<file path="config.mk">
export PLATFORM = sky130hd
export DESIGN_NAME = nested_comment_interp_string_lexer_unit
export DESIGN_NICKNAME = d
export VERILOG_FILES = /design/src/design/ncisl_pkg.sv /design/src/design/ncisl_front.sv /design/src/design/ncisl_back.sv /design/src/design/nested_comment_interp_string_lexer_unit.sv
export SDC_FILE = /design/constraint.sdc
export NUM_CORES = 1
export LEC_CHECK = 0
export BUFFER_PORTS_ARGS = -buffer_cell sky130_fd_sc_hd__buf_2
export CORE_ASPECT_RATIO = 1.1
export CORE_MARGIN = 1
export CORE_UTILIZATION = 60
export CTS_CLUSTER_SIZE = 24
export DETAILED_ROUTE_END_ITERATION = 7
export GPL_TIMING_DRIVEN = 0
export PLACE_DENSITY = 0.75
export SKIP_CTS_REPAIR_TIMING = 1
export SYNTH_ARGS = -nofsm -noshare
export SYNTH_HDL_FRONTEND = slang
export SYNTH_SLANG_ARGS = --single-unit
</file>
<file path="constraint.sdc">
create_clock -name clock -period 6.6 [get_ports clock]
set_clock_uncertainty 0.15 [all_clocks]
set_input_delay 0.66 -clock clock [delete_from_list [all_inputs] [get_ports clock]]
set_output_delay 0.66 -clock clock [all_outputs]
set_load 0.02 [all_outputs]
</file>
<file path="src/design/ncisl_pkg.sv">
package ncisl_pkg;

   localparam int COMMENT_DEPTH_BITS = 8;
   localparam int BRACE_DEPTH_BITS   = 8;
   localparam int DEPTH_OUT_BITS     = 8;

   // both queues are two entries deep
   localparam int QUEUE_DEPTH = 2;
   localparam int QPTR_BITS   = $clog2(QUEUE_DEPTH);
   localparam int QCNT_BITS   = $clog2(QUEUE_DEPTH + 1);

   localparam logic [COMMENT_DEPTH_BITS-1:0] CDEPTH_ONE = COMMENT_DEPTH_BITS'(1);
   localparam logic [BRACE_DEPTH_BITS-1:0]   BDEPTH_ONE = BRACE_DEPTH_BITS'(1);

   localparam logic [7:0] CH_LPAREN    = 8'h28;
   localparam logic [7:0] CH_STAR      = 8'h2A;
   localparam logic [7:0] CH_RPAREN    = 8'h29;
   localparam logic [7:0] CH_DOLLAR    = 8'h24;
   localparam logic [7:0] CH_QUOTE     = 8'h22;
   localparam logic [7:0] CH_BACKSLASH = 8'h5C;
   localparam logic [7:0] CH_LBRACE    = 8'h7B;
   localparam logic [7:0] CH_RBRACE    = 8'h7D;
   localparam logic [7:0] CH_SPACE     = 8'h20;
   localparam logic [7:0] CH_TAB       = 8'h09;
   localparam logic [7:0] CH_CR        = 8'h0D;

   localparam int ALLOW_COMMENT_BIT = 0;
   localparam int ALLOW_STRING_BIT  = 1;

   typedef enum logic [3:0] {
      CC_OTHER,
      CC_SPACE,
      CC_LPAREN,
      CC_STAR,
      CC_RPAREN,
      CC_DOLLAR,
      CC_QUOTE,
      CC_BACKSLASH,
      CC_LBRACE,
      CC_RBRACE,
      CC_END
   } char_class_type;

   typedef enum logic [2:0] {
      ST_SKIP,
      ST_IN,
      ST_COMMENT,
      ST_STRING,
      ST_NOMATCH,
      ST_UNTERM,
      ST_OVER
   } status_type;

   typedef enum logic [3:0] {
      MODE_IDLE,
      MODE_C_OPEN,
      MODE_COMMENT,
      MODE_C_PAREN,
      MODE_C_STAR,
      MODE_S_OPEN,
      MODE_STR,
      MODE_STR_ESC,
      MODE_STR_DOLLAR,
      MODE_INTERP,
      MODE_NEST,
      MODE_NEST_ESC
   } scan_mode_type;

   typedef struct packed {
      char_class_type cls;
      logic [1:0]     allow;
   } lex_item_type;

   typedef struct packed {
      logic         valid;
      lex_item_type item;
   } lex_chan_type;

   function automatic char_class_type classify(input logic [7:0] c, input logic eoi);
      char_class_type cls;
      begin
         cls = CC_OTHER;
         if (eoi) cls = CC_END;
         else if (c == CH_SPACE || (c >= CH_TAB && c <= CH_CR)) cls = CC_SPACE;
         else if (c == CH_LPAREN) cls = CC_LPAREN;
         else if (c == CH_STAR) cls = CC_STAR;
         else if (c == CH_RPAREN) cls = CC_RPAREN;
         else if (c == CH_DOLLAR) cls = CC_DOLLAR;
         else if (c == CH_QUOTE) cls = CC_QUOTE;
         else if (c == CH_BACKSLASH) cls = CC_BACKSLASH;
         else if (c == CH_LBRACE) cls = CC_LBRACE;
         else if (c == CH_RBRACE) cls = CC_RBRACE;
         return cls;
      end
   endfunction

endpackage

</file>
<file path="src/design/ncisl_front.sv">
module ncisl_front (
   input  logic                  clock,
   input  logic                  reset,
   input  logic [7:0]            req_char_byte,
   input  logic                  req_end_of_input,
   input  logic [1:0]            req_allowed_tokens,
   input  logic                  req_push,
   output logic                  req_full,
   output ncisl_pkg::lex_chan_type chan,
   input  logic                  chan_ready
);
   import ncisl_pkg::*;

   lex_item_type         fq_mem [QUEUE_DEPTH];
   logic [QPTR_BITS-1:0] wr_ptr_ff, wr_ptr_in;
   logic [QPTR_BITS-1:0] rd_ptr_ff, rd_ptr_in;
   logic [QCNT_BITS-1:0] count_ff, count_in;
   logic                 do_push, do_pop;
   lex_item_type         new_item;

   assign req_full = (count_ff == QCNT_BITS'(QUEUE_DEPTH));
   assign do_push  = req_push && !req_full;
   assign do_pop   = chan.valid && chan_ready;

   always_comb begin
      new_item.cls   = classify(req_char_byte, req_end_of_input);
      new_item.allow = req_allowed_tokens;
   end

   always_comb begin
      wr_ptr_in = wr_ptr_ff;
      rd_ptr_in = rd_ptr_ff;
      count_in  = count_ff;
      if (do_push) begin
         wr_ptr_in = (wr_ptr_ff == QPTR_BITS'(QUEUE_DEPTH - 1)) ? '0 : wr_ptr_ff + 1'b1;
      end
      if (do_pop) begin
         rd_ptr_in = (rd_ptr_ff == QPTR_BITS'(QUEUE_DEPTH - 1)) ? '0 : rd_ptr_ff + 1'b1;
      end
      if (do_push && !do_pop) count_in = count_ff + 1'b1;
      else if (!do_push && do_pop) count_in = count_ff - 1'b1;
   end

   always_ff @(posedge clock) begin
      if (reset) begin
         wr_ptr_ff <= '0;
         rd_ptr_ff <= '0;
         count_ff  <= '0;
      end else begin
         wr_ptr_ff <= wr_ptr_in;
         rd_ptr_ff <= rd_ptr_in;
         count_ff  <= count_in;
      end
   end

   always_ff @(posedge clock) begin
      if (do_push) fq_mem[wr_ptr_ff] <= new_item;
   end

   always_comb begin
      chan.valid = (count_ff != '0);
      chan.item  = fq_mem[rd_ptr_ff];
   end

   a_count_bound: assert property (@(posedge clock) disable iff (reset)
      count_ff <= QCNT_BITS'(QUEUE_DEPTH))
      else $error("front queue count out of range");

   a_push_counts: assert property (@(posedge clock) disable iff (reset)
      (do_push && !do_pop) |=> count_ff == $past(count_ff) + 1'b1)
      else $error("front queue lost a transfer");

   a_pop_counts: assert property (@(posedge clock) disable iff (reset)
      (!do_push && do_pop) |=> count_ff == $past(count_ff) - 1'b1)
      else $error("front queue repeated a transfer");

endmodule

</file>
<file path="src/design/ncisl_back.sv">
module ncisl_back (
   input  logic                    clock,
   input  logic                    reset,
   input  ncisl_pkg::lex_chan_type chan,
   output logic                    chan_ready,
   output logic [2:0]              rsp_status,
   output logic [7:0]              rsp_nesting_depth,
   output logic                    rsp_empty,
   input  logic                    rsp_pop
);
   import ncisl_pkg::*;

   typedef struct packed {
      status_type                 status;
      logic [DEPTH_OUT_BITS-1:0]  depth;
   } result_type;

   scan_mode_type                  mode_ff, mode_in;
   logic [COMMENT_DEPTH_BITS-1:0]  cdepth_ff, cdepth_in;
   logic [BRACE_DEPTH_BITS-1:0]    bdepth_ff, bdepth_in;

   result_type           rq_mem [QUEUE_DEPTH];
   logic [QPTR_BITS-1:0] wr_ptr_ff, wr_ptr_in;
   logic [QPTR_BITS-1:0] rd_ptr_ff, rd_ptr_in;
   logic [QCNT_BITS-1:0] count_ff, count_in;

   logic           step, do_pop;
   char_class_type cls;
   logic [1:0]     allow;
   logic           go_idle;
   status_type     status;
   result_type     result;

   assign cls        = chan.item.cls;
   assign allow      = chan.item.allow;
   assign chan_ready = (count_ff != QCNT_BITS'(QUEUE_DEPTH));
   assign step       = chan.valid && chan_ready;
   assign do_pop     = rsp_pop && !rsp_empty;

   // next state of the scanner
   always_comb begin
      mode_in   = mode_ff;
      cdepth_in = cdepth_ff;
      bdepth_in = bdepth_ff;
      go_idle   = 1'b0;
      if (cls == CC_END) begin
         go_idle = 1'b1;
      end else begin
         case (mode_ff)
            MODE_C_OPEN: begin
               if (cls == CC_STAR) begin
                  cdepth_in = CDEPTH_ONE;
                  mode_in   = MODE_COMMENT;
               end else go_idle = 1'b1;
            end
            MODE_COMMENT, MODE_C_PAREN, MODE_C_STAR: begin
               if (mode_ff == MODE_C_PAREN && cls == CC_STAR) begin
                  if (&cdepth_ff) go_idle = 1'b1;
                  else begin
                     cdepth_in = cdepth_ff + CDEPTH_ONE;
                     mode_in   = MODE_COMMENT;
                  end
               end else if (mode_ff == MODE_C_STAR && cls == CC_RPAREN) begin
                  if (cdepth_ff <= CDEPTH_ONE) go_idle = 1'b1;
                  else begin
                     cdepth_in = cdepth_ff - CDEPTH_ONE;
                     mode_in   = MODE_COMMENT;
                  end
               end else if (cls == CC_LPAREN) mode_in = MODE_C_PAREN;
               else if (cls == CC_STAR) mode_in = MODE_C_STAR;
               else mode_in = MODE_COMMENT;
            end
            MODE_S_OPEN: begin
               if (cls == CC_QUOTE) mode_in = MODE_STR;
               else go_idle = 1'b1;
            end
            MODE_STR, MODE_STR_DOLLAR: begin
               if (mode_ff == MODE_STR_DOLLAR && cls == CC_LBRACE) begin
                  bdepth_in = BDEPTH_ONE;
                  mode_in   = MODE_INTERP;
               end else if (cls == CC_QUOTE) go_idle = 1'b1;
               else if (cls == CC_BACKSLASH) mode_in = MODE_STR_ESC;
               else if (cls == CC_DOLLAR) mode_in = MODE_STR_DOLLAR;
               else mode_in = MODE_STR;
            end
            MODE_STR_ESC: mode_in = MODE_STR;
            MODE_INTERP: begin
               if (cls == CC_LBRACE) begin
                  if (&bdepth_ff) go_idle = 1'b1;
                  else bdepth_in = bdepth_ff + BDEPTH_ONE;
               end else if (cls == CC_RBRACE) begin
                  if (bdepth_ff <= BDEPTH_ONE) begin
                     bdepth_in = '0;
                     mode_in   = MODE_STR;
                  end else bdepth_in = bdepth_ff - BDEPTH_ONE;
               end else if (cls == CC_QUOTE) mode_in = MODE_NEST;
            end
            MODE_NEST: begin
               if (cls == CC_BACKSLASH) mode_in = MODE_NEST_ESC;
               else if (cls == CC_QUOTE) mode_in = MODE_INTERP;
            end
            MODE_NEST_ESC: mode_in = MODE_NEST;
            default: begin
               if (cls == CC_LPAREN && allow[ALLOW_COMMENT_BIT]) mode_in = MODE_C_OPEN;
               else if (cls == CC_DOLLAR && allow[ALLOW_STRING_BIT]) mode_in = MODE_S_OPEN;
               else mode_in = MODE_IDLE;
            end
         endcase
      end
      if (go_idle) begin
         mode_in   = MODE_IDLE;
         cdepth_in = '0;
         bdepth_in = '0;
      end
   end

   // status of the current byte
   always_comb begin
      status = ST_IN;
      if (cls == CC_END) begin
         if (mode_ff == MODE_IDLE || mode_ff == MODE_C_OPEN || mode_ff == MODE_S_OPEN)
            status = ST_NOMATCH;
         else status = ST_UNTERM;
      end else begin
         case (mode_ff)
            MODE_C_OPEN: status = (cls == CC_STAR) ? ST_IN : ST_NOMATCH;
            MODE_C_PAREN: status = (cls == CC_STAR && &cdepth_ff) ? ST_OVER : ST_IN;
            MODE_C_STAR: begin
               status = (cls == CC_RPAREN && cdepth_ff <= CDEPTH_ONE) ? ST_COMMENT : ST_IN;
            end
            MODE_S_OPEN: status = (cls == CC_QUOTE) ? ST_IN : ST_NOMATCH;
            MODE_STR: status = (cls == CC_QUOTE) ? ST_STRING : ST_IN;
            MODE_STR_DOLLAR: status = (cls == CC_QUOTE) ? ST_STRING : ST_IN;
            MODE_INTERP: status = (cls == CC_LBRACE && &bdepth_ff) ? ST_OVER : ST_IN;
            MODE_COMMENT, MODE_STR_ESC, MODE_NEST, MODE_NEST_ESC: status = ST_IN;
            default: begin
               if (cls == CC_SPACE) status = ST_SKIP;
               else if (cls == CC_LPAREN && allow[ALLOW_COMMENT_BIT]) status = ST_IN;
               else if (cls == CC_DOLLAR && allow[ALLOW_STRING_BIT]) status = ST_IN;
               else status = ST_NOMATCH;
            end
         endcase
      end
      result.status = status;
      if (mode_in == MODE_COMMENT || mode_in == MODE_C_PAREN || mode_in == MODE_C_STAR)
         result.depth = DEPTH_OUT_BITS'(cdepth_in);
      else result.depth = DEPTH_OUT_BITS'(bdepth_in);
   end

   always_ff @(posedge clock) begin
      if (reset) begin
         mode_ff   <= MODE_IDLE;
         cdepth_ff <= '0;
         bdepth_ff <= '0;
      end else if (step) begin
         mode_ff   <= mode_in;
         cdepth_ff <= cdepth_in;
         bdepth_ff <= bdepth_in;
      end
   end

   // result queue
   always_comb begin
      wr_ptr_in = wr_ptr_ff;
      rd_ptr_in = rd_ptr_ff;
      count_in  = count_ff;
      if (step) begin
         wr_ptr_in = (wr_ptr_ff == QPTR_BITS'(QUEUE_DEPTH - 1)) ? '0 : wr_ptr_ff + 1'b1;
      end
      if (do_pop) begin
         rd_ptr_in = (rd_ptr_ff == QPTR_BITS'(QUEUE_DEPTH - 1)) ? '0 : rd_ptr_ff + 1'b1;
      end
      if (step && !do_pop) count_in = count_ff + 1'b1;
      else if (!step && do_pop) count_in = count_ff - 1'b1;
   end

   always_ff @(posedge clock) begin
      if (reset) begin
         wr_ptr_ff <= '0;
         rd_ptr_ff <= '0;
         count_ff  <= '0;
      end else begin
         wr_ptr_ff <= wr_ptr_in;
         rd_ptr_ff <= rd_ptr_in;
         count_ff  <= count_in;
      end
   end

   always_ff @(posedge clock) begin
      if (step) rq_mem[wr_ptr_ff] <= result;
   end

   assign rsp_empty         = (count_ff == '0);
   assign rsp_status        = rq_mem[rd_ptr_ff].status;
   assign rsp_nesting_depth = rq_mem[rd_ptr_ff].depth;

   a_idle_after_end: assert property (@(posedge clock) disable iff (reset)
      (step && (status == ST_OVER || status == ST_UNTERM || status == ST_COMMENT))
      |=> (mode_ff == MODE_IDLE && cdepth_ff == '0 && bdepth_ff == '0))
      else $error("scanner not idle after token end");

   a_comment_depth: assert property (@(posedge clock) disable iff (reset)
      (mode_ff == MODE_COMMENT || mode_ff == MODE_C_PAREN || mode_ff == MODE_C_STAR)
      |-> cdepth_ff != '0)
      else $error("zero depth inside comment");

   a_brace_depth: assert property (@(posedge clock) disable iff (reset)
      (mode_ff == MODE_INTERP || mode_ff == MODE_NEST || mode_ff == MODE_NEST_ESC)
      |-> bdepth_ff != '0)
      else $error("zero depth inside interpolation");

   a_count_bound: assert property (@(posedge clock) disable iff (reset)
      count_ff <= QCNT_BITS'(QUEUE_DEPTH))
      else $error("result queue count out of range");

endmodule

</file>
<file path="src/design/nested_comment_interp_string_lexer_unit.sv">
// Byte-serial lexer for nested "(*...*)" block comments and "$\"...\"" interpolated strings
// with ${...} sections. One byte per push, one result per byte, in order. A new byte can be
// pushed every cycle while req_full is low: the front end classifies the byte into a
// two-entry queue, the scanner state machine consumes one queued byte per cycle while
// the result queue has room, and writes status and depth into a two-entry result queue,
// so the result of a byte passes through the front queue and then the result queue before
// it can be popped; the sustained rate is one byte per cycle while pop keeps up.
module nested_comment_interp_string_lexer_unit (
   input  logic       clock,
   input  logic       reset,
   input  logic [7:0] req_char_byte,
   input  logic       req_end_of_input,
   input  logic [1:0] req_allowed_tokens,
   input  logic       req_push,
   output logic       req_full,
   output logic [2:0] rsp_status,
   output logic [7:0] rsp_nesting_depth,
   output logic       rsp_empty,
   input  logic       rsp_pop
);
   import ncisl_pkg::*;

   lex_chan_type chan;
   logic         chan_ready;

   ncisl_front u_front (
      .clock              (clock),
      .reset              (reset),
      .req_char_byte      (req_char_byte),
      .req_end_of_input   (req_end_of_input),
      .req_allowed_tokens (req_allowed_tokens),
      .req_push           (req_push),
      .req_full           (req_full),
      .chan               (chan),
      .chan_ready         (chan_ready)
   );

   ncisl_back u_back (
      .clock             (clock),
      .reset             (reset),
      .chan              (chan),
      .chan_ready        (chan_ready),
      .rsp_status        (rsp_status),
      .rsp_nesting_depth (rsp_nesting_depth),
      .rsp_empty         (rsp_empty),
      .rsp_pop           (rsp_pop)
   );

endmodule
</file>
==> flow_summary.toml <==
[run_status]
outcome = "complete, no violations"

[power_and_ir_drop]
powerDensity_mw_per_mm2 = 293
leakage_nw = 1.93
ir_drop_uv = 222

[flow_run]
drv_cap = 0

[routing]
drt_iter0_drc = 461
antenna_left = 0
drc = 0
drt-total-wl_um = 14100
dr.pass1.iters = 6
vias = 4968
post_drt_wl_per_cell_um = 19.0
viasPerCell = 6.67

[yosys]
synth-edff-count = 34
synth_warnings = 0
synth_top_family_by_area = "simple AND/OR/NAND/NOR gates"
syn_area_mm2 = 0.00501
synth_seq_cells = 64
synth_cell_types = 85
synthXorXnorAreaFrac_pct = 2.45
synth_flop_cell = "edfxtp_1"
yosys.area_share.simple_pct = 29.6
synth_adder_area_share_pct = 2.00
synth-compound-area-share_pct = 24.3
synthMuxAreaShare_pct = 4.42
synth_cells = 595
avgSynthCellArea_um2 = 8.42
synth_fp_nets = 618
synthArstFlopShare_pct = 0
synth_seq_area_share_pct = 32.4

[timing]
setup_violations = 0
final-max-slew-violation-count = 0
slew_headroom_pct = 33.6
fmax_mhz = 238
rsz0062_at_grt = "false"
period_minus_slack_ns = 4.20
fin_setup_tns_ns = 0
period_share_pct = 63.6
timing_hold_violations_final = 0
worst_pin_slew_ns = 0.989

[placement]
io_buffers = 26
dp_hpwl_um = 10500
gp_congestion = 0.953

[cts]
tritoncts = "done"
clkSlewWorstSetupHoldPaths_ns = 0.08
ctsRootBufferMaster = "clkbuf_8"
cts_inserted_buffers = 9
cts_num_sinks = 64
clkLatencyLatePin_ns = 0.35
clk_path_buf_depth = 2
cts_max_level = 3

[global_route]
grt_start_max_net_pins = 14
grt_pass1_wl_um = 22900
grt_overflow_total = 0
grt_use_total_pct = 34.0
grt_pass1_vias = 4747
antenna_found_initial = 0

[critical_path]
path_class = "register to register"
path_delay_family = "compound AO/OA/AOI/OAI gates"
worstSetupEndpointType = "register"
crit_path_cell_trace = "or3b_2 > a22oi_1 > a31oi_1 > a221oi_1 > a211o_1 > clkbuf_1 > o32ai_2 > a211oi_1"
slowest_stage = "a22oi_1"
start_kind = "register"
cp_max_fo = 9
crit_buf_inv = 1
critical-path-max-stage-delay_ns = 0.64
worstPathArrival_ns = 4.16
required_ns = 6.56

[final_layout]
final_common_cell = "nand2_1"
final_cell_mix = "nand2_1 (70), nor2_1 (56), a21oi_1 (49)"
post-route-util_pct = 69.1
drive_gt1_share_pct = 17.6
area_growth_pct = 10.3
final_nets = 655
antenna_cells = 0
final.fill_count = 680

[floorplan]
ios = 28
start_util_pct = 62.7
dieWidth_um = 89.1
die-area_mm2 = 0.00872
fp.coreArea_mm2 = 0.00800
die_y_um = 97.9
fp-row-count = 34

[worst_hold_path]
hold_path_class = "primary input to register"
-- cells in the mapped netlist (all sizes together), types with 7 or more instances --
cell / instances / area share (%)
o21ai: 25 / 2.6
nand2: 70 / 5.2
inv: 13 / 0.97
buf: 14 / 2.1
nand2b: 7 / 0.87
edfxtp: 34 / 20
a22oi: 8 / 1.4
nor3: 24 / 2.6
nor4: 7 / 1.2
a31oi: 9 / 1.1
mux2: 14 / 3.2
xor2: 8 / 1.4
dfxtp: 30 / 12
or3: 14 / 1.7
a211oi: 12 / 1.9
nor2: 56 / 4.2
nor3b: 11 / 1.8
ha: 8 / 2.0
a21oi: 51 / 5.2
o22ai: 13 / 1.9
nand3: 18 / 1.8
or3b: 8 / 1.4
clkbuf: 23 / 1.7
-- logic make-up (layout without fill, tap and decap cells) --
logic type,after synthesis,in the layout
AOI/OAI and AO/OA,171,171
xor gates and xnor gates,14,14
adders and majority gates,8,8
buffers and inverters,50,92
DFF,64,64
muxes,20,20
and+or+nand+nor,268,268
-- sequential cells by signal, summed over array words and instances, names as in the netlist, named ones only --
signal,cells
u_back.wr_ptr_ff,1
u_back.count_ff,2
u_back.rd_ptr_ff,1
u_front.count_ff,2
u_front.wr_ptr_ff,1
u_front.rd_ptr_ff,1
u_front.fq_mem,12
u_back.bdepth_ff,8
u_back.rq_mem,22
u_back.cdepth_ff,8
u_back.mode_ff,4
-- layer usage --
layer	GRT usage, %	wire [um]	up-vias
li1	-	-	2336
met1	42.6	5810	2309
met2	55.9	6870	266
met3	5.16	898	57
met4	17.6	565	0
met5	0	0	-
-- final timing paths --
path                                         start                          endpoint  slack (ns)  depth (start not counted)
hold reg to reg   u_front.count_ff[1]$_SDFFE_PP0P_  u_front.count_ff[1]$_SDFFE_PP0P_        0.36                          2
hold / removal               req_allowed_tokens[0]    u_front.fq_mem[0][0]$_DFFE_PP_        0.34                          1
setup reg to reg    u_front.fq_mem[1][2]$_DFFE_PP_     u_back.rq_mem[1][1]$_DFFE_PP_        2.40                          8
setup / recovery    u_front.fq_mem[1][2]$_DFFE_PP_     u_back.rq_mem[1][1]$_DFFE_PP_        2.40                          8
-- where the power goes --
part           switching [W]  total (W)  leakage [nW]  internal, W
combinational       0.000410   0.000630          1.23     0.000220
sequential         0.0000454   0.000559         0.565     0.000514
clock               0.000172   0.000428         0.126     0.000256
total               0.000627    0.00162          1.93     0.000990
-- stage by stage --
stage / setup WS (ns) / area (um^2) / hold WS [ns] / cells / power [W]
3_5_place_dp: 2.59 / 5280 / 0.352 / 729 / 0.00119
2_1_floorplan: 3.16 / 5010 / 0.322 / 595 / 0.00101
5_1_grt: 2.36 / 5530 / 0.338 / 745 / 0.00170
4_1_cts: 2.57 / 5530 / 0.342 / 745 / 0.00161
3_3_place_gp: 2.62 / 5280 / 0.335 / 729 / 0.00117
6_report: 2.40 / 5530 / 0.341 / 745 / 0.00162
-- area by class of cell --
type                       count  area (um^2)  share of cell area (%)
clock inverter                 7          128                    2.31
sequential                    64         1620                    29.3
inverter                      13         48.8                   0.883
buffer                        37          194                    3.51
clock buffer                   9          124                    2.24
multi-input combinational    481         3150                    56.9
tap                          108          135                    2.44
timing repair buffer          26          130                    2.35
Note: power is estimated with default switching activity, not from simulation.
